<file path="src/hdl/assert_macros.svh">
// assertion macros used by the top-level rtl file
// each macro expects clk and rst_n to be visible where it is used
`ifndef ASSERT_MACROS_SVH
`define ASSERT_MACROS_SVH

// same-cycle implication, disabled while in reset
`define ASSERT_IMP(lbl, ante, cons) \
    lbl: assert property (@(posedge clk) disable iff (!rst_n) (ante) |-> (cons)) \
        else $error("assertion failed");

// next-cycle implication, disabled while in reset
`define ASSERT_NXT(lbl, ante, cons) \
    lbl: assert property (@(posedge clk) disable iff (!rst_n) (ante) |=> (cons)) \
        else $error("assertion failed");

`endif

</file>
<file path="src/hdl/atbm_pkg.sv">
// types, constants and the arctangent table of the tilt baseline monitor
// no dependencies
package atbm_pkg;

    localparam int RAW_W       = 16;
    localparam int ANGLE_W     = 17;
    localparam int THR_W       = 8;
    localparam int DP_W        = 28;   // cordic x/y datapath
    localparam int ACC_W       = 26;   // angle accumulator, 1/65536 degree
    localparam int TAB_LEN     = 24;
    localparam int TAB_IDX_W   = 5;
    localparam int TAB_W       = 22;
    localparam int SCALE_SHIFT = 8;
    localparam int ROUND_SHIFT = 9;

    localparam logic [THR_W-1:0]          THR_RESET    = 8'd30;
    localparam logic signed [ACC_W-1:0]   ACC_QUARTER  = 26'sd5898240;
    localparam logic signed [ACC_W:0]     ROUND_HALF   = 27'sd256;
    localparam logic signed [ANGLE_W-1:0] QUARTER_TURN = 17'sd11520;
    localparam logic signed [ANGLE_W-1:0] ANGLE_MIN    = -17'sd34560;
    localparam logic signed [ANGLE_W-1:0] ANGLE_MAX    = 17'sd11520;

    typedef struct packed {
        logic             start;
        logic [RAW_W-1:0] num;
        logic [RAW_W-1:0] den;
    } cordic_req_t;

    typedef struct packed {
        logic               done;
        logic [ANGLE_W-1:0] angle;
    } cordic_res_t;

    // atan(2^-i) in 1/65536 degree, rounded to nearest
    function automatic logic [TAB_W-1:0] atan_entry(input logic [TAB_IDX_W-1:0] idx);
        logic [TAB_W-1:0] v;
        case (idx)
            5'd0:    v = 22'd2949120;
            5'd1:    v = 22'd1740967;
            5'd2:    v = 22'd919879;
            5'd3:    v = 22'd466945;
            5'd4:    v = 22'd234379;
            5'd5:    v = 22'd117304;
            5'd6:    v = 22'd58666;
            5'd7:    v = 22'd29335;
            5'd8:    v = 22'd14668;
            5'd9:    v = 22'd7334;
            5'd10:   v = 22'd3667;
            5'd11:   v = 22'd1833;
            5'd12:   v = 22'd917;
            5'd13:   v = 22'd458;
            5'd14:   v = 22'd229;
            5'd15:   v = 22'd115;
            5'd16:   v = 22'd57;
            5'd17:   v = 22'd29;
            5'd18:   v = 22'd14;
            5'd19:   v = 22'd7;
            5'd20:   v = 22'd4;
            5'd21:   v = 22'd2;
            5'd22:   v = 22'd1;
            default: v = 22'd0;
        endcase
        return v;
    endfunction

endpackage

</file>
<file path="src/hdl/atbm_in_if.sv">
// sample channel: valid/ready handshake with three raw acceleration words
// depends on atbm_pkg
interface atbm_in_if;
    import atbm_pkg::*;

    logic             valid;
    logic             ready;
    logic [RAW_W-1:0] raw_x;
    logic [RAW_W-1:0] raw_y;
    logic [RAW_W-1:0] raw_z;

    modport source (output valid, output raw_x, output raw_y, output raw_z, input ready);
    modport sink   (input valid, input raw_x, input raw_y, input raw_z, output ready);
endinterface

</file>
<file path="src/hdl/atbm_out_if.sv">
// result channel: valid/ready handshake with two tilt angles and four flags
// depends on atbm_pkg
interface atbm_out_if;
    import atbm_pkg::*;

    logic                      valid;
    logic                      ready;
    logic signed [ANGLE_W-1:0] angle_x;
    logic signed [ANGLE_W-1:0] angle_y;
    logic                      over_pos_x;
    logic                      over_neg_x;
    logic                      over_pos_y;
    logic                      over_neg_y;

    modport source (output valid, output angle_x, output angle_y, output over_pos_x,
                    output over_neg_x, output over_pos_y, output over_neg_y, input ready);
    modport sink   (input valid, input angle_x, input angle_y, input over_pos_x,
                    input over_neg_x, input over_pos_y, input over_neg_y, output ready);
endinterface

</file>
<file path="src/hdl/accel_tilt_baseline_monitor.sv">
// top level of the accelerometer tilt baseline monitor
// depends on atbm_pkg, atbm_in_if, atbm_out_if, atbm_cordic and assert_macros.svh
`include "assert_macros.svh"

// Takes one accelerometer sample (x, y, z, two's complement words) per transfer and returns
// one result transfer holding angle_x = atan2(z, y) - 90 deg and angle_y = atan2(z, x) - 90 deg
// in 1/128 degree, plus over/under flags against a baseline latched from the first sample
// after reset (that sample's flags are all zero). Both angles come from one shared cordic that
// performs a single micro-rotation per cycle, first for angle_x then for angle_y, and sample.ready
// stays low while a sample occupies the block. A finished result sits in an output register, so the next
// sample can be taken while it waits. tilt_threshold (whole degrees, reset 30) is written
// through cfg_we / cfg_wdata and should only change while the block is idle.
module accel_tilt_baseline_monitor #(
    parameter int CORDIC_STEPS = 16
) (
    input  logic                     clk,
    input  logic                     rst_n,
    input  logic                     cfg_we,
    input  logic [atbm_pkg::THR_W-1:0] cfg_wdata,
    atbm_in_if.sink                  sample,
    atbm_out_if.source               result
);
    import atbm_pkg::*;

    localparam int CMP_W = ANGLE_W + 2;

    // sequencer: x angle, y angle, then hand over to the output register
    typedef enum logic [1:0] {S_IDLE, S_ANG_X, S_ANG_Y, S_DONE} state_t;

    state_t                    state_reg;
    logic [THR_W-1:0]          thr_reg;
    logic [RAW_W-1:0]          x_reg, z_reg;
    logic signed [ANGLE_W-1:0] ang_x_reg, ang_y_reg;
    logic                      base_taken_reg;
    logic signed [ANGLE_W-1:0] base_x_reg, base_y_reg;

    logic                      out_valid_reg;
    logic signed [ANGLE_W-1:0] out_x_reg, out_y_reg;
    logic                      pos_x_reg, neg_x_reg, pos_y_reg, neg_y_reg;

    cordic_req_t req;
    cordic_res_t res;

    logic                      accept;
    logic signed [ANGLE_W-1:0] bx, by;
    logic signed [CMP_W-1:0]   thr_s, ax_s, ay_s, bx_s, by_s;
    logic                      pos_x, neg_x, pos_y, neg_y;

    assign sample.ready = (state_reg == S_IDLE);
    assign accept       = sample.valid && sample.ready;

    // the cordic is fed straight from the port for angle_x, from the held sample for angle_y
    assign req.start = accept || ((state_reg == S_ANG_X) && res.done);
    assign req.num   = (state_reg == S_IDLE) ? sample.raw_z : z_reg;
    assign req.den   = (state_reg == S_IDLE) ? sample.raw_y : x_reg;

    atbm_cordic #(
        .CORDIC_STEPS (CORDIC_STEPS)
    ) u_cordic (
        .clk   (clk),
        .rst_n (rst_n),
        .req   (req),
        .res   (res)
    );

    // baseline compare; before the baseline is taken the sample is its own baseline
    always_comb
    begin
        bx    = base_taken_reg ? base_x_reg : ang_x_reg;
        by    = base_taken_reg ? base_y_reg : ang_y_reg;
        thr_s = $signed({{(CMP_W-THR_W-7){1'b0}}, thr_reg, 7'b0});
        ax_s  = CMP_W'(ang_x_reg);
        ay_s  = CMP_W'(ang_y_reg);
        bx_s  = CMP_W'(bx);
        by_s  = CMP_W'(by);
        pos_x = ax_s > (bx_s + thr_s);
        neg_x = ax_s < (bx_s - thr_s);
        pos_y = ay_s > (by_s + thr_s);
        neg_y = ay_s < (by_s - thr_s);
    end

    always_ff @(posedge clk or negedge rst_n)
    begin
        if (!rst_n)
        begin
            state_reg      <= S_IDLE;
            thr_reg        <= THR_RESET;
            base_taken_reg <= 1'b0;
            out_valid_reg  <= 1'b0;
            x_reg          <= '0;
            z_reg          <= '0;
            ang_x_reg      <= '0;
            ang_y_reg      <= '0;
            base_x_reg     <= '0;
            base_y_reg     <= '0;
            out_x_reg      <= '0;
            out_y_reg      <= '0;
            pos_x_reg      <= 1'b0;
            neg_x_reg      <= 1'b0;
            pos_y_reg      <= 1'b0;
            neg_y_reg      <= 1'b0;
        end
        else
        begin
            if (cfg_we)
                thr_reg <= cfg_wdata;

            // result transfer frees the output register, unless a new result takes its place
            if (out_valid_reg && result.ready && (state_reg != S_DONE))
                out_valid_reg <= 1'b0;

            case (state_reg)
                S_IDLE:
                begin
                    if (accept)
                    begin
                        x_reg     <= sample.raw_x;
                        z_reg     <= sample.raw_z;
                        state_reg <= S_ANG_X;
                    end
                end
                S_ANG_X:
                begin
                    if (res.done)
                    begin
                        ang_x_reg <= res.angle;
                        state_reg <= S_ANG_Y;
                    end
                end
                S_ANG_Y:
                begin
                    if (res.done)
                    begin
                        ang_y_reg <= res.angle;
                        state_reg <= S_DONE;
                    end
                end
                S_DONE:
                begin
                    // wait for a free output register
                    if (!out_valid_reg || result.ready)
                    begin
                        out_valid_reg <= 1'b1;
                        out_x_reg     <= ang_x_reg;
                        out_y_reg     <= ang_y_reg;
                        pos_x_reg     <= pos_x;
                        neg_x_reg     <= neg_x;
                        pos_y_reg     <= pos_y;
                        neg_y_reg     <= neg_y;
                        if (!base_taken_reg)
                        begin
                            base_taken_reg <= 1'b1;
                            base_x_reg     <= ang_x_reg;
                            base_y_reg     <= ang_y_reg;
                        end
                        state_reg <= S_IDLE;
                    end
                end
                default:
                    state_reg <= S_IDLE;
            endcase
        end
    end

    assign result.valid      = out_valid_reg;
    assign result.angle_x    = out_x_reg;
    assign result.angle_y    = out_y_reg;
    assign result.over_pos_x = pos_x_reg;
    assign result.over_neg_x = neg_x_reg;
    assign result.over_pos_y = pos_y_reg;
    assign result.over_neg_y = neg_y_reg;

    // cordic only finishes while the sequencer waits for it
    `ASSERT_IMP(a_done_in_angle_state, res.done, state_reg == S_ANG_X || state_reg == S_ANG_Y)
    // the x angle is always followed by the y angle
    `ASSERT_NXT(a_x_then_y, state_reg == S_ANG_X && res.done, state_reg == S_ANG_Y)
    // an angle cannot lie both above and below its band
    `ASSERT_IMP(a_flags_excl_x, result.valid, !(result.over_pos_x && result.over_neg_x))
    `ASSERT_IMP(a_flags_excl_y, result.valid, !(result.over_pos_y && result.over_neg_y))
    // saturation keeps angle_x in range
    `ASSERT_IMP(a_angle_x_range, result.valid, result.angle_x >= ANGLE_MIN && result.angle_x <= ANGLE_MAX)

endmodule

</file>
<file path="src/hdl/atbm_cordic.sv">
// iterative vectoring cordic: atan2(num, den) - 90 degrees in 1/128 degree
// one micro-rotation per cycle; depends on atbm_pkg
module atbm_cordic #(
    parameter int CORDIC_STEPS = 16
) (
    input  logic                  clk,
    input  logic                  rst_n,
    input  atbm_pkg::cordic_req_t req,
    output atbm_pkg::cordic_res_t res
);
    import atbm_pkg::*;

    localparam int ITER  = (CORDIC_STEPS > TAB_LEN) ? TAB_LEN : CORDIC_STEPS;
    localparam int CNT_W = (ITER > 1) ? $clog2(ITER) : 1;
    localparam logic [CNT_W-1:0] CNT_LAST = CNT_W'(ITER - 1);
    localparam logic signed [ACC_W:0] SAT_LO = (ACC_W+1)'(ANGLE_MIN);
    localparam logic signed [ACC_W:0] SAT_HI = (ACC_W+1)'(ANGLE_MAX);
    localparam logic signed [ACC_W:0] QTR    = (ACC_W+1)'(QUARTER_TURN);

    typedef enum logic [1:0] {C_IDLE, C_RUN, C_FIN} cstate_t;

    cstate_t                   state_reg;
    logic [CNT_W-1:0]          cnt_reg;
    logic signed [DP_W-1:0]    x_reg, y_reg;
    logic signed [ACC_W-1:0]   acc_reg;
    logic                      zero_reg;
    logic                      done_reg;
    logic signed [ANGLE_W-1:0] angle_reg;

    logic signed [DP_W-1:0]    xs, ys, x_load, y_load;
    logic signed [ACC_W-1:0]   acc_load;
    logic signed [DP_W-1:0]    dx, dy, x_next, y_next;
    logic signed [ACC_W-1:0]   tab_s, acc_next;
    logic signed [ACC_W:0]     rsum, rq;
    logic signed [ANGLE_W-1:0] angle_next;

    // operand load with quarter-turn pre-rotation for a negative denominator
    always_comb
    begin
        xs = {{(DP_W-RAW_W-SCALE_SHIFT){req.den[RAW_W-1]}}, req.den, {SCALE_SHIFT{1'b0}}};
        ys = {{(DP_W-RAW_W-SCALE_SHIFT){req.num[RAW_W-1]}}, req.num, {SCALE_SHIFT{1'b0}}};
        x_load   = xs;
        y_load   = ys;
        acc_load = '0;
        if (xs[DP_W-1])
        begin
            if (!ys[DP_W-1])
            begin
                x_load   = ys;
                y_load   = -xs;
                acc_load = ACC_QUARTER;
            end
            else
            begin
                x_load   = -ys;
                y_load   = xs;
                acc_load = -ACC_QUARTER;
            end
        end
    end

    // one micro-rotation
    always_comb
    begin
        dx    = y_reg >>> cnt_reg;
        dy    = x_reg >>> cnt_reg;
        tab_s = $signed({{(ACC_W-TAB_W){1'b0}}, atan_entry(TAB_IDX_W'(cnt_reg))});
        if (!y_reg[DP_W-1] && (y_reg != '0))
        begin
            x_next   = x_reg + dx;
            y_next   = y_reg - dy;
            acc_next = acc_reg + tab_s;
        end
        else
        begin
            x_next   = x_reg - dx;
            y_next   = y_reg + dy;
            acc_next = acc_reg - tab_s;
        end
    end

    // round to 1/128 degree, remove the quarter turn, saturate; a zero input vector gives -90 degrees
    always_comb
    begin
        rsum = {acc_reg[ACC_W-1], acc_reg} + ROUND_HALF;
        rq   = (rsum >>> ROUND_SHIFT) - QTR;
        if (zero_reg)
            angle_next = -QUARTER_TURN;
        else if (rq < SAT_LO)
            angle_next = ANGLE_MIN;
        else if (rq > SAT_HI)
            angle_next = ANGLE_MAX;
        else
            angle_next = rq[ANGLE_W-1:0];
    end

    always_ff @(posedge clk or negedge rst_n)
    begin
        if (!rst_n)
        begin
            state_reg <= C_IDLE;
            cnt_reg   <= '0;
            x_reg     <= '0;
            y_reg     <= '0;
            acc_reg   <= '0;
            zero_reg  <= 1'b0;
            done_reg  <= 1'b0;
            angle_reg <= '0;
        end
        else
        begin
            done_reg <= 1'b0;
            case (state_reg)
                C_IDLE:
                begin
                    if (req.start)
                    begin
                        x_reg     <= x_load;
                        y_reg     <= y_load;
                        acc_reg   <= acc_load;
                        zero_reg  <= (req.num == '0) && (req.den == '0);
                        cnt_reg   <= '0;
                        state_reg <= C_RUN;
                    end
                end
                C_RUN:
                begin
                    x_reg   <= x_next;
                    y_reg   <= y_next;
                    acc_reg <= acc_next;
                    cnt_reg <= cnt_reg + 1'b1;
                    if (cnt_reg == CNT_LAST)
                        state_reg <= C_FIN;
                end
                C_FIN:
                begin
                    angle_reg <= angle_next;
                    done_reg  <= 1'b1;
                    state_reg <= C_IDLE;
                end
                default:
                    state_reg <= C_IDLE;
            endcase
        end
    end

    assign res.done  = done_reg;
    assign res.angle = angle_reg;

endmodule

</file>
<file path="src/flat_wrapper.sv">
// flat-port wrapper written by rule: the top's interface ports become plain ports
module accel_tilt_baseline_monitor_flat import atbm_pkg::*;
#(
    parameter int CORDIC_STEPS = 16
)
  (clk, rst_n, cfg_we, cfg_wdata, sample_valid, sample_raw_x, sample_raw_y, sample_raw_z, sample_ready, result_valid, result_angle_x, result_angle_y, result_over_pos_x, result_over_neg_x, result_over_pos_y, result_over_neg_y, result_ready);
  atbm_in_if sample_i ();
  atbm_out_if result_i ();
  input  logic clk;
  input  logic rst_n;
  input  logic cfg_we;
  input  logic [atbm_pkg::THR_W-1:0] cfg_wdata;
  input wire logic [$bits(sample_i.valid)-1:0] sample_valid;
  input wire logic [$bits(sample_i.raw_x)-1:0] sample_raw_x;
  input wire logic [$bits(sample_i.raw_y)-1:0] sample_raw_y;
  input wire logic [$bits(sample_i.raw_z)-1:0] sample_raw_z;
  output wire logic [$bits(sample_i.ready)-1:0] sample_ready;
  output wire logic [$bits(result_i.valid)-1:0] result_valid;
  output wire logic [$bits(result_i.angle_x)-1:0] result_angle_x;
  output wire logic [$bits(result_i.angle_y)-1:0] result_angle_y;
  output wire logic [$bits(result_i.over_pos_x)-1:0] result_over_pos_x;
  output wire logic [$bits(result_i.over_neg_x)-1:0] result_over_neg_x;
  output wire logic [$bits(result_i.over_pos_y)-1:0] result_over_pos_y;
  output wire logic [$bits(result_i.over_neg_y)-1:0] result_over_neg_y;
  input wire logic [$bits(result_i.ready)-1:0] result_ready;
  assign sample_i.valid = sample_valid;
  assign sample_i.raw_x = sample_raw_x;
  assign sample_i.raw_y = sample_raw_y;
  assign sample_i.raw_z = sample_raw_z;
  assign sample_ready = sample_i.ready;
  assign result_valid = result_i.valid;
  assign result_angle_x = result_i.angle_x;
  assign result_angle_y = result_i.angle_y;
  assign result_over_pos_x = result_i.over_pos_x;
  assign result_over_neg_x = result_i.over_neg_x;
  assign result_over_pos_y = result_i.over_pos_y;
  assign result_over_neg_y = result_i.over_neg_y;
  assign result_i.ready = result_ready;
  accel_tilt_baseline_monitor #(.CORDIC_STEPS(CORDIC_STEPS)) u_core (.clk(clk), .rst_n(rst_n), .cfg_we(cfg_we), .cfg_wdata(cfg_wdata), .sample(sample_i), .result(result_i));
endmodule
</file>
<file path="config.mk">
export PLATFORM = sky130hd
export DESIGN_NAME = accel_tilt_baseline_monitor_flat
export DESIGN_NICKNAME = d
export VERILOG_FILES = /design/src/hdl/atbm_pkg.sv /design/src/hdl/atbm_in_if.sv /design/src/hdl/atbm_out_if.sv /design/src/hdl/accel_tilt_baseline_monitor.sv /design/src/hdl/atbm_cordic.sv /design/src/flat_wrapper.sv
export VERILOG_INCLUDE_DIRS = /design/src /design/src/hdl
export SDC_FILE = /design/constraint.sdc
export NUM_CORES = 1
export LEC_CHECK = 0
export BUFFER_PORTS_ARGS = -buffer_cell sky130_fd_sc_hd__buf_4
export CAP_MARGIN = 40
export CORE_MARGIN = 2
export CORE_UTILIZATION = 47
export CTS_CLUSTER_SIZE = 20
export DETAILED_ROUTE_END_ITERATION = 8
export PLACE_DENSITY = 0.62
export SLEW_MARGIN = 25
export SYNTH_ARGS = -nofsm -noshare
export SYNTH_HDL_FRONTEND = slang
export SYNTH_SLANG_ARGS = --single-unit
</file>
<file path="constraint.sdc">
create_clock -name clk -period 17.8 [get_ports clk]
set_input_delay 3.56 -clock clk [delete_from_list [all_inputs] [get_ports clk]]
set_output_delay 3.56 -clock clk [all_outputs]
set_load 0.005 [all_outputs]
</file>
==> metrics.cfg, run 1 <==
[logic_synthesis]
synth_cell_types=92
synthesis.area_um2=23650
synth_top_area_cell=dfrtp_1
ys.flop_type=dfrtp_1
yosysWarnings=0
avgSynthCellArea_um2=8.998
async_flop_share_pct=100.0
synth_edf_count=0
synth_top_cells_by_area=dfrtp_1, ha_1, mux2_2
synthCells=2628
syn-num-nets=2894
synth_top_area_share_pct=26.77
seq_area_frac_synth_pct=27.22
synth-seq-cells=257

[drt]
routed_wl_um=70920
remaining_drc_errors=0
wl_per_cell_um=21.14
viasPerCell=6.134
dr.pass1.iters=5
drt-initial-drc-count=1575
vias=20580
ant_nets=0

[layout]
final_area_um2=26220
nFillCells=4700
fin_nets=2924
final_layout_size_suffix_gt1_share_pct=17.29
mostFrequentLayoutCells=dfrtp_1, nand2_1, o21ai_0, ha_1, mux2_2
area_delta_synth_final_pct=10.89
layout_commonest_cell=dfrtp_1
diodes=0

[cts]
cts_hold_buf=0
cts.repair.resized=0
cts_sinks=257
clockBufferDepth=3
cts_buffers=34
cts_tree=done
clock_latency_ns=0.57
postCtsSetupRepairBufs=0
clk_pin_slew_worst_paths_ns=0.06
h-tree-depth=2
root_buffer=clkbuf_16

[pwr]
pwr-share-comb_pct=4.3
p_seq_share_pct=42.3
intPower_w=0.001061
irDropWorstVdd_mv=0.06546
power.leakage_nw=11.70
switching_power_w=0.0003310
clkPwrFrac_pct=53.4
p_sw_share_pct=23.78
cellPowerDensity_nw_per_um2=53.10

[global_routing]
grt_pass1_vias=20310
grt_use_met1_pct=36.17
grt_overflow=0
busiest_layer=met2
grt_max_degree=124
grt_pass1_wl_um=114100
grt_usage_pct=27.08
grt_use_met2_pct=44.56
antenna_found_initial=0
met3_usage_pct=3.368

[setup_path]
rr_worst_depth=20
worstPathMaxFanout=45
worstSetupPathType=flip-flop to flip-flop
crit_required_ns=18.28
cp-start-kind=flip-flop
cp.arrival_ns=7.21
crit_path_end_kind=flip-flop

[place]
dp_hpwl_um=52700
post-place-ws_ns=11.07
placed_area_um2=24940
port_buffers=100
gp_congestion=1.002

[min_path]
min_path_type=flip-flop to flip-flop
min_path_cells=2

[sta]
rsz0062_at_grt=no
finalCriticalPeriod_ns=6.723
setup_viol_count_final=0
tns_ns=0
fin_skew_ns=0.03440
hold_violations=0
timing.final.max_slew_violations=0
fin_ws_ns=11.08
worst_slew_pin_slew_ns=0.8112
fmax_mhz=148.7
holdWs_ns=0.4827
period_share_pct=37.77
maxSlewHeadroom_pct=44.38

[die]
initial_core_util_pct=47.42
core_um2=49860
die_h_um=228.3
dieArea_um2=52120
ios=101
die_w_um=228.3
rows=82

[status]
status=finished clean

[job]
maxCapViolations=0

==> power by group through the flow <==
| stage | clock network, W | logic (W) | registers, W |
|---|---|---|---|
| floorplan | 0 | 0.0000273 | 0.000599 |
| global placement | 0 | 0.0000580 | 0.000600 |
| detailed placement | 0 | 0.0000602 | 0.000600 |
| CTS | 0.000760 | 0.0000604 | 0.000589 |
| global route | 0.000783 | 0.0000692 | 0.000589 |
| finish | 0.000743 | 0.0000602 | 0.000589 |
==> routing by layer <==
| layer | vias to the layer above | routed length [um] | part of all wire [%] |
|---|---|---|---|
| met3 | 152 | 3941 | 5.6 |
| li1 | 9698 | - | - |
| met2 | 687 | 32800 | 46 |
| met4 | 0 | 2799 | 3.9 |
| met1 | 10040 | 31380 | 44 |
| met5 | - | 0 | 0 |
==> worst max-delay path, stage by stage (launching register included) <==
cell and delay, ns:
dfrtp_4 0.86, buf_4 0.61, clkinv_1 0.46, ha_1 0.51, mux4_2 0.54, ha_1 0.21
and3_1 0.17, and3_1 0.21, nor2_1 0.19, xnor2_1 0.17, ha_1 0.33, a21o_1 0.18
a221o_1 0.34, a21o_1 0.17, a41o_1 0.23, a31o_2 0.28, a31oi_1 0.32, o22ai_1 0.18
nor4_1 0.35, o221ai_1 0.19, o21ai_0 0.11
==> path summary, 6_finish.rpt <==
kind | start | end | slack, ns
max | u_core.u_cordic.cnt_reg[1] | u_core.u_cordic.acc_reg[25] | 11.08
min | u_core.base_y_reg[15] | u_core.base_y_reg[15] | 0.48
max reg2reg | u_core.u_cordic.cnt_reg[1] | u_core.u_cordic.acc_reg[25] | 11.08
min reg2reg | u_core.base_y_reg[15] | u_core.base_y_reg[15] | 0.48
max in group asynchronous | rst_n | u_core.base_taken_reg | 13.40
min in group asynchronous | rst_n | u_core.base_y_reg[11] | 2.86
==> logic make-up (layout without fill, tap and decap cells) <==
group	count (synthesis)	after routing	share of synthesized area, %
flops	257	257	27.22
buf+inv	221	276	3.916
simple gates	712	712	14.51
mux	325	325	17.23
xor+xnor	202	202	7.482
compound gates	706	706	18.57
fa+ha+maj	205	205	11.07
==> through the flow <==
stage,util (%),total power [W],instances
global route,52.59,0.001442,3355
CTS,52.45,0.001410,3352
finish,52.59,0.001392,3355
floorplan,-,0.0006260,2628
global placement,49.89,0.0006576,3287
detailed placement,50.01,0.0006599,3291
==> Yosys cell counts (all sizes together) (5+ instances only) <==
master  instances
a211o           7
a211oi         19
a21o           44
a21oi         173
a221oi          5
a22o            6
a22oi           7
a31o            5
a31oi          28
and2           13
and3           27
buf            49
clkbuf         87
dfrtp         253
fa              7
ha            198
inv            83
mux2          177
mux2i         102
mux4           46
nand2         237
nand2b         37
nand3          70
nand4          22
nor2          167
nor2b          17
nor3           43
nor3b          10
nor4           16
o211ai         54
o21a           22
o21ai         232
o21bai         22
o221ai          5
o22ai           8
o31a            6
o31ai          18
o32ai           5
or2            10
or3            23
xnor2         126
xor2           76
==> cell type report <==
cell class / count / area, um2 / share of cell area (%)
multi-input cells: 2150 / 16340 / 62.32
flip-flops and latches: 257 / 6445 / 24.58
repair buffers: 130 / 1059 / 4.037
clock buffers: 44 / 968.4 / 3.693
well taps: 672 / 840.8 / 3.206
inverters: 85 / 319.1 / 1.217
clock inverters: 17 / 249.0 / 0.9495
Power figures use the tool's default switching activity.
==> run 2, diff against run 1 <==
==> constraint.sdc (replaced) <==
create_clock -name clk -period 6.8 [get_ports clk]
set_input_delay 1.36 -clock clk [delete_from_list [all_inputs] [get_ports clk]]
set_output_delay 1.36 -clock clk [all_outputs]
set_load 0.005 [all_outputs]
==> run 2 against run 1 <==
- first-iteration DRC count increased by 0.51%
- clock skew down 0.013 ns
- clock-buffer cell count shrank 5
- sequential cell count is the same
- critical path type unchanged
- largest cell class unchanged
==> metrics.cfg, run 2 (synthesis results as in run 1) <==
[setup_path]
cp-start-kind=flip-flop  ; unchanged
worstPathMaxFanout=22  ; was 45
reg2reg_slack_ns=1.05  ; was 11.08 ns
cp.arrival_ns=6.20  ; was 7.21 ns
rr_worst_depth=21  ; was 20
rr_endpoint=u_core.u_cordic.y_reg[27]  ; was u_core.u_cordic.acc_reg[25]
worstSetupPathType=flip-flop to flip-flop  ; unchanged
crit_path_end_kind=flip-flop  ; unchanged
endpoint=u_core.u_cordic.y_reg[27]  ; was u_core.u_cordic.acc_reg[25]
critPathLaunch=u_core.u_cordic.cnt_reg[3]  ; was u_core.u_cordic.cnt_reg[1]
rr_startpoint=u_core.u_cordic.cnt_reg[3]  ; was u_core.u_cordic.cnt_reg[1]
crit_required_ns=7.25  ; was 18.28 ns

[sta]
setup_viol_count_final=0  ; unchanged
finalCriticalPeriod_ns=5.753  ; was 6.723 ns
fmax_mhz=173.8  ; was 148.7 MHz
worst_slew_pin_slew_ns=0.9172  ; was 0.8112 ns
tns_ns=0  ; unchanged
maxSlewHeadroom_pct=38.86  ; was 44.38%
period_share_pct=84.60  ; was 37.77%
rsz0062_at_grt=no  ; unchanged
hold_violations=0  ; unchanged
timing.final.max_slew_violations=0  ; unchanged
fin_skew_ns=0.02132  ; was 0.03440 ns

[layout]
diodes=0  ; unchanged
mostFrequentLayoutCells=dfrtp_1, nand2_1, o21ai_0, ha_1, mux2_2  ; unchanged
utilization_pct=52.57  ; was 52.59%
finalNonFillerCells=3361  ; was 3355
area_delta_synth_final_pct=10.85  ; was 10.89%
multi_input_area_um2=16340  ; unchanged
layout_commonest_cell=dfrtp_1  ; unchanged
fin_nets=2931  ; was 2924
nFillCells=4603  ; was 4700
seqCellArea_um2=6445  ; unchanged
final_layout_size_suffix_gt1_share_pct=17.40  ; was 17.29%

[pwr]
cellPowerDensity_nw_per_um2=132.7  ; was 53.10 nW/um2
power.leakage_nw=11.71  ; was 11.70 nW
irDropWorstVdd_mv=0.2377  ; was 0.06546 mV
fin_total_pwr_w=0.003478  ; was 0.001392 W

[drt]
wl_per_cell_um=21.10  ; was 21.14 um
remaining_drc_errors=0  ; unchanged
drt-initial-drc-count=1583  ; was 1575
vias=20580  ; about the same
ant_nets=0  ; unchanged
dr.pass1.iters=5  ; unchanged
viasPerCell=6.124  ; was 6.134
routed_wl_um=70930  ; was 70920 um

[place]
dp_hpwl_um=53100  ; was 52700 um
dp.cells=3302  ; was 3291
port_buffers=100  ; unchanged
gp_congestion=0.9579  ; was 1.002

[global_routing]
antenna_found_initial=1  ; was 0
grt_overflow=0  ; unchanged
grt_pass1_wl_um=112900  ; was 114100 um
grt_usage_pct=26.73  ; was 27.08%
grt_max_degree=147  ; was 124
grt_pass1_vias=19940  ; was 20310

[cts]
cts_tree=done  ; unchanged
postCtsSetupRepairBufs=0  ; unchanged
clock_latency_ns=0.59  ; was 0.57 ns
cts_hold_buf=0  ; unchanged
root_buffer=clkbuf_16  ; unchanged
cts_buffers=31  ; was 34
cts_sinks=257  ; unchanged
clk_pin_slew_worst_paths_ns=0.06  ; about the same
clockBufferDepth=3  ; unchanged
cts.repair.resized=0  ; unchanged
h-tree-depth=1  ; was 2

[die]
initial_core_util_pct=47.42  ; unchanged
die_h_um=228.3  ; unchanged
dieArea_um2=52120  ; unchanged
rows=82  ; unchanged
die_w_um=228.3  ; unchanged
ios=101  ; unchanged
core_um2=49860  ; unchanged

[min_path]
min_path_type=flip-flop to flip-flop  ; unchanged

[job]
maxCapViolations=0  ; unchanged

[status]
status=finished clean  ; unchanged

[run 2: report_power, final]
| group | total, W | switching, W | internal, W |
|---|---|---|---|
| registers | 0.00154 | 0.00000669 | 0.00154 |
| clock network | 0.00178 | 0.000711 | 0.00107 |
| logic | 0.000154 | 0.0000911 | 0.0000624 |
[run 2: per-layer routing]
layer	vias up	GRT usage, %	part of all wire (%)
met4	0	8.721	3.7
li1	9690	-	-
met2	701	44.10	46
met3	134	2.994	5.9
met1	10060	36.69	44
met5	-	0	0
[run 2: critical path: stages (launching register included)]
cell and delay (ns):
dfrtp_2 0.69, buf_4 0.35, mux4_2 0.36, mux2_1 0.37, mux2i_2 0.23, o21ai_2 0.14, nor4b_4 0.46, a21oi_1 0.14
xor2_1 0.22, ha_1 0.40, nand3_1 0.13, o211ai_1 0.23, a41o_1 0.13, o21ai_0 0.08, buf_4 0.16, o21ai_0 0.34
and2_1 0.26, a21oi_1 0.11, o31ai_1 0.39, a31oi_1 0.17, xnor2_1 0.19, o21ai_1 0.07
[run 2: worst min-delay path by stage]
stage | to | cells past startpoint | start | slack (ns)
global placement | u_core.base_x_reg[1] | 2 | u_core.base_x_reg[1] | 0.46
detailed placement | u_core.base_y_reg[2] | 2 | u_core.base_y_reg[2] | 0.47
CTS | u_core.base_y_reg[2] | 2 | u_core.base_y_reg[2] | 0.49
global route | u_core.base_y_reg[4] | 2 | u_core.base_y_reg[4] | 0.50
floorplan | u_core.base_x_reg[15] | 2 | u_core.base_x_reg[15] | 0.45
finish | u_core.base_x_reg[6] | 2 | u_core.base_x_reg[6] | 0.48
[run 2: cell type report]
cell class | count | share of cell area [%]
Timing Repair Buffer | 140 | 4.506
Sequential cell | 257 | 24.59
Inverter | 85 | 1.217
Clock inverter | 18 | 0.9070
Clock buffer | 39 | 3.227
Tap cell | 672 | 3.208
Multi-Input combinational cell | 2150 | 62.35
[run 2: through the flow]
step                hold slack [ns]  cell area [um2]  setup WS (ns)
detailed placement           0.4715            25070         0.8919
floorplan                    0.4496            23650          1.234
global route                 0.5040            26210         0.6081
finish                       0.4807            26210          1.047
CTS                          0.4858            26160         0.8658
global placement             0.4620            25010         0.9662
==> run 3, diff against run 2 <==
--- a/config.mk
+++ b/config.mk
@@ -6,6 +6,7 @@
 export SDC_FILE = /design/constraint.sdc
 export NUM_CORES = 1
 export LEC_CHECK = 0
+export ABC_AREA = 1
 export BUFFER_PORTS_ARGS = -buffer_cell sky130_fd_sc_hd__buf_4
 export CAP_MARGIN = 40
 export CORE_MARGIN = 2
==> constraint.sdc (replaced) <==
create_clock -name clk -period 5.8 [get_ports clk]
set_input_delay 1.16 -clock clk [delete_from_list [all_inputs] [get_ports clk]]
set_output_delay 1.16 -clock clk [all_outputs]
set_load 0.005 [all_outputs]
==> run 3 against run 2 <==
- worst setup slack got worse by 0.48 ns
- design area rose by 0.50%
- worst hold slack got worse by 0.0053 ns
- die area barely moved
- cell count rose by 27%
==> metrics.cfg, run 3 <==
[die]
rows=82  ; unchanged
die_h_um=228.2  ; was 228.3 um
die_w_um=228.2  ; was 228.3 um
ios=101  ; unchanged
dieArea_um2=52090  ; was 52120 um2
core_um2=49860  ; unchanged
initial_core_util_pct=47.40  ; was 47.42%

[sta]
tns_ns=0  ; unchanged
maxSlewHeadroom_pct=39.44  ; was 38.86%
fmax_mhz=191.1  ; was 173.8 MHz
timing.final.max_slew_violations=0  ; unchanged
rsz0062_at_grt=no  ; unchanged
finalCriticalPeriod_ns=5.233  ; was 5.753 ns
hold_violations=0  ; unchanged
worst_slew_pin_slew_ns=0.9085  ; was 0.9172 ns
fin_skew_ns=0.02692  ; was 0.02132 ns
period_share_pct=90.23  ; was 84.60%
setup_viol_count_final=0  ; unchanged

[logic_synthesis]
synth_top_area_share_pct=26.79  ; was 26.77%
ys.flop_type=dfrtp_1  ; unchanged
synth_edf_count=0  ; unchanged
synth-seq-cells=257  ; unchanged
synth_cell_types=67  ; was 92
yosys-top-cells-count=nand2_1, inv_1, o21ai_0  ; was dfrtp_1, nand2_1, o21ai_0
seq_area_frac_synth_pct=27.23  ; was 27.22%
synth_top_cells_by_area=dfrtp_1, nand2_1, ha_1  ; was dfrtp_1, ha_1, mux2_2
synth_top_area_cell=dfrtp_1  ; unchanged
async_flop_share_pct=100.0  ; unchanged
synthCells=3492  ; was 2628
avgSynthCellArea_um2=6.768  ; was 8.998 um2
syn-num-nets=3758  ; was 2894
synthesis.area_um2=23630  ; was 23650 um2
yosysMostFrequentCell=nand2_1  ; was dfrtp_1
yosysWarnings=0  ; unchanged

[place]
port_buffers=100  ; unchanged
dp_hpwl_um=64280  ; was 53100 um
gp_congestion=0.9800  ; was 0.9579

[setup_path]
reg2reg_slack_ns=0.57  ; was 1.05 ns
crit_required_ns=6.23  ; was 7.25 ns
rr_endpoint=u_core.u_cordic.x_reg[27]  ; was u_core.u_cordic.y_reg[27]
cp.arrival_ns=5.66  ; was 6.20 ns
worstPathMaxFanout=78  ; was 22
crit_path_end_kind=flip-flop  ; unchanged
rr_worst_depth=27  ; was 21
rr_startpoint=u_core.u_cordic.cnt_reg[0]  ; was u_core.u_cordic.cnt_reg[3]
worstSetupPathType=flip-flop to flip-flop  ; unchanged
cp-start-kind=flip-flop  ; unchanged

[cts]
clk_pin_slew_worst_paths_ns=0.06  ; about the same
cts_tree=done  ; unchanged
root_buffer=clkbuf_16  ; unchanged
clock_latency_ns=0.57  ; was 0.59 ns
cts_buffers=35  ; was 31
cts.repair.resized=0  ; unchanged
postCtsSetupRepairBufs=0  ; unchanged
cts_sinks=257  ; unchanged
cts_hold_buf=0  ; unchanged
clockBufferDepth=3  ; unchanged
h-tree-depth=2  ; was 1

[layout]
final_layout_size_suffix_gt1_share_pct=9.197  ; was 17.40%
layout_commonest_cell=nand2_1  ; was dfrtp_1
nFillCells=5130  ; was 4603
fin_nets=3829  ; was 2931
area_delta_synth_final_pct=11.46  ; was 10.85%
diodes=0  ; unchanged
seqCellArea_um2=6439  ; was 6445 um2
multi_input_area_um2=15190  ; was 16340 um2
mostFrequentLayoutCells=nand2_1, inv_1, o21ai_0, nand3_1, dfrtp_1  ; was dfrtp_1, nand2_1, o21ai_0, ha_1, mux2_2

[min_path]
min_path_cells=2  ; unchanged
min_to=u_core.z_reg[2]  ; was u_core.base_x_reg[6]
min_path_type=flip-flop to flip-flop  ; unchanged
min_from=u_core.z_reg[2]  ; was u_core.base_x_reg[6]

[status]
status=finished clean  ; unchanged

[job]
maxCapViolations=0  ; unchanged

[drt]
routed_wl_um=83010  ; was 70930 um
vias=24020  ; was 20580
dr.pass1.iters=6  ; was 5
wl_per_cell_um=19.49  ; was 21.10 um
remaining_drc_errors=0  ; unchanged
drt-initial-drc-count=2265  ; was 1583
ant_nets=0  ; unchanged
viasPerCell=5.638  ; was 6.124

[global_routing]
grt_overflow=0  ; unchanged
grt_max_degree=109  ; was 147
grt_pass1_wl_um=130800  ; was 112900 um
grt_pass1_vias=23200  ; was 19940
grt_usage_pct=31.58  ; was 26.73%
antenna_found_initial=0  ; was 1

==> run 3: per-layer routing <==
metal / track usage (%) / vias to the layer above / routed length, um
li1: - / 11800 / -
met1: 43.57 / 11320 / 37960
met2: 50.75 / 744 / 37310
met3: 3.188 / 159 / 4160
met4: 12.85 / 0 / 3577
met5: 0 / - / 0
==> run 3: worst max-delay path: stages, from the launching register on <==
cell      delay (ns)
dfrtp_2         0.43
buf_12          0.19
o21ai_0         0.58
nand2_1         0.16
nand3_1         0.12
nand2_1         0.10
o21ai_1         0.23
ha_1            0.22
nand3_1         0.11
nor2_1          0.24
nand2_1         0.14
o21ai_0         0.24
xnor2_1         0.22
inv_1           0.10
ha_1            0.35
nand2_1         0.13
inv_1           0.05
a21oi_1         0.13
nand3_1         0.14
a21oi_1         0.32
o21bai_1        0.15
nand2_1         0.07
nand2_1         0.17
nand2_1         0.11
nand2_1         0.06
nand3b_1        0.15
nand3_1         0.08
nand2_1         0.05
==> run 3: area by class of cell <==
| type | instances | share of cell area (%) |
|---|---|---|
| tap | 672 | 3.192 |
| multi-input combinational | 2721 | 57.66 |
| clock buffer | 50 | 3.847 |
| inverter | 383 | 5.458 |
| timing repair buffer | 165 | 4.892 |
| clock inverter | 12 | 0.5035 |
| sequential | 257 | 24.44 |
==> run 3: metrics by stage <==
stage          utilization [%]  cell area, um2  instances  hold slack [ns]  setup slack (ns)
6_report                 52.83           26340       4260           0.4754            0.5665
5_1_grt                  52.83           26340       4260           0.4962            0.1501
3_5_place_dp             50.52           25190       4197           0.4652            0.7129
4_1_cts                  52.82           26340       4259           0.4802            0.6715
2_1_floorplan                -           23630       3492           0.4422             1.760
3_3_place_gp             50.45           25160       4192           0.4561            0.7813
==> run 3: worst max path at each step <==
stage | startpoint | end | cells past startpoint | slack, ns
2_1_floorplan | u_core.u_cordic.cnt_reg[1] | u_core.u_cordic.acc_reg[22] | 26 | 1.76
3_3_place_gp | u_core.u_cordic.cnt_reg[0] | u_core.u_cordic.x_reg[27] | 26 | 0.78
3_5_place_dp | u_core.u_cordic.cnt_reg[0] | u_core.u_cordic.x_reg[27] | 26 | 0.71
4_1_cts | u_core.u_cordic.cnt_reg[0] | u_core.u_cordic.x_reg[27] | 27 | 0.67
5_1_grt | u_core.u_cordic.cnt_reg[0] | u_core.u_cordic.x_reg[27] | 27 | 0.15
6_report | u_core.u_cordic.cnt_reg[0] | u_core.u_cordic.x_reg[27] | 27 | 0.57
==> run 3: kinds of logic after synthesis <==
group,count (synthesis),share of synthesized area [%]
DFF,257,27.23
muxes,18,0.8312
adders and majority gates,205,11.08
buffers and inverters,514,8.619
and+or+nand+nor,1575,28.32
xor gates and xnor gates,149,5.522
AOI/OAI and AO/OA,774,18.40
Power of run 3 is not shown: default switching activity piles up to over one toggle a cycle in this logic, so the estimate is an artifact.
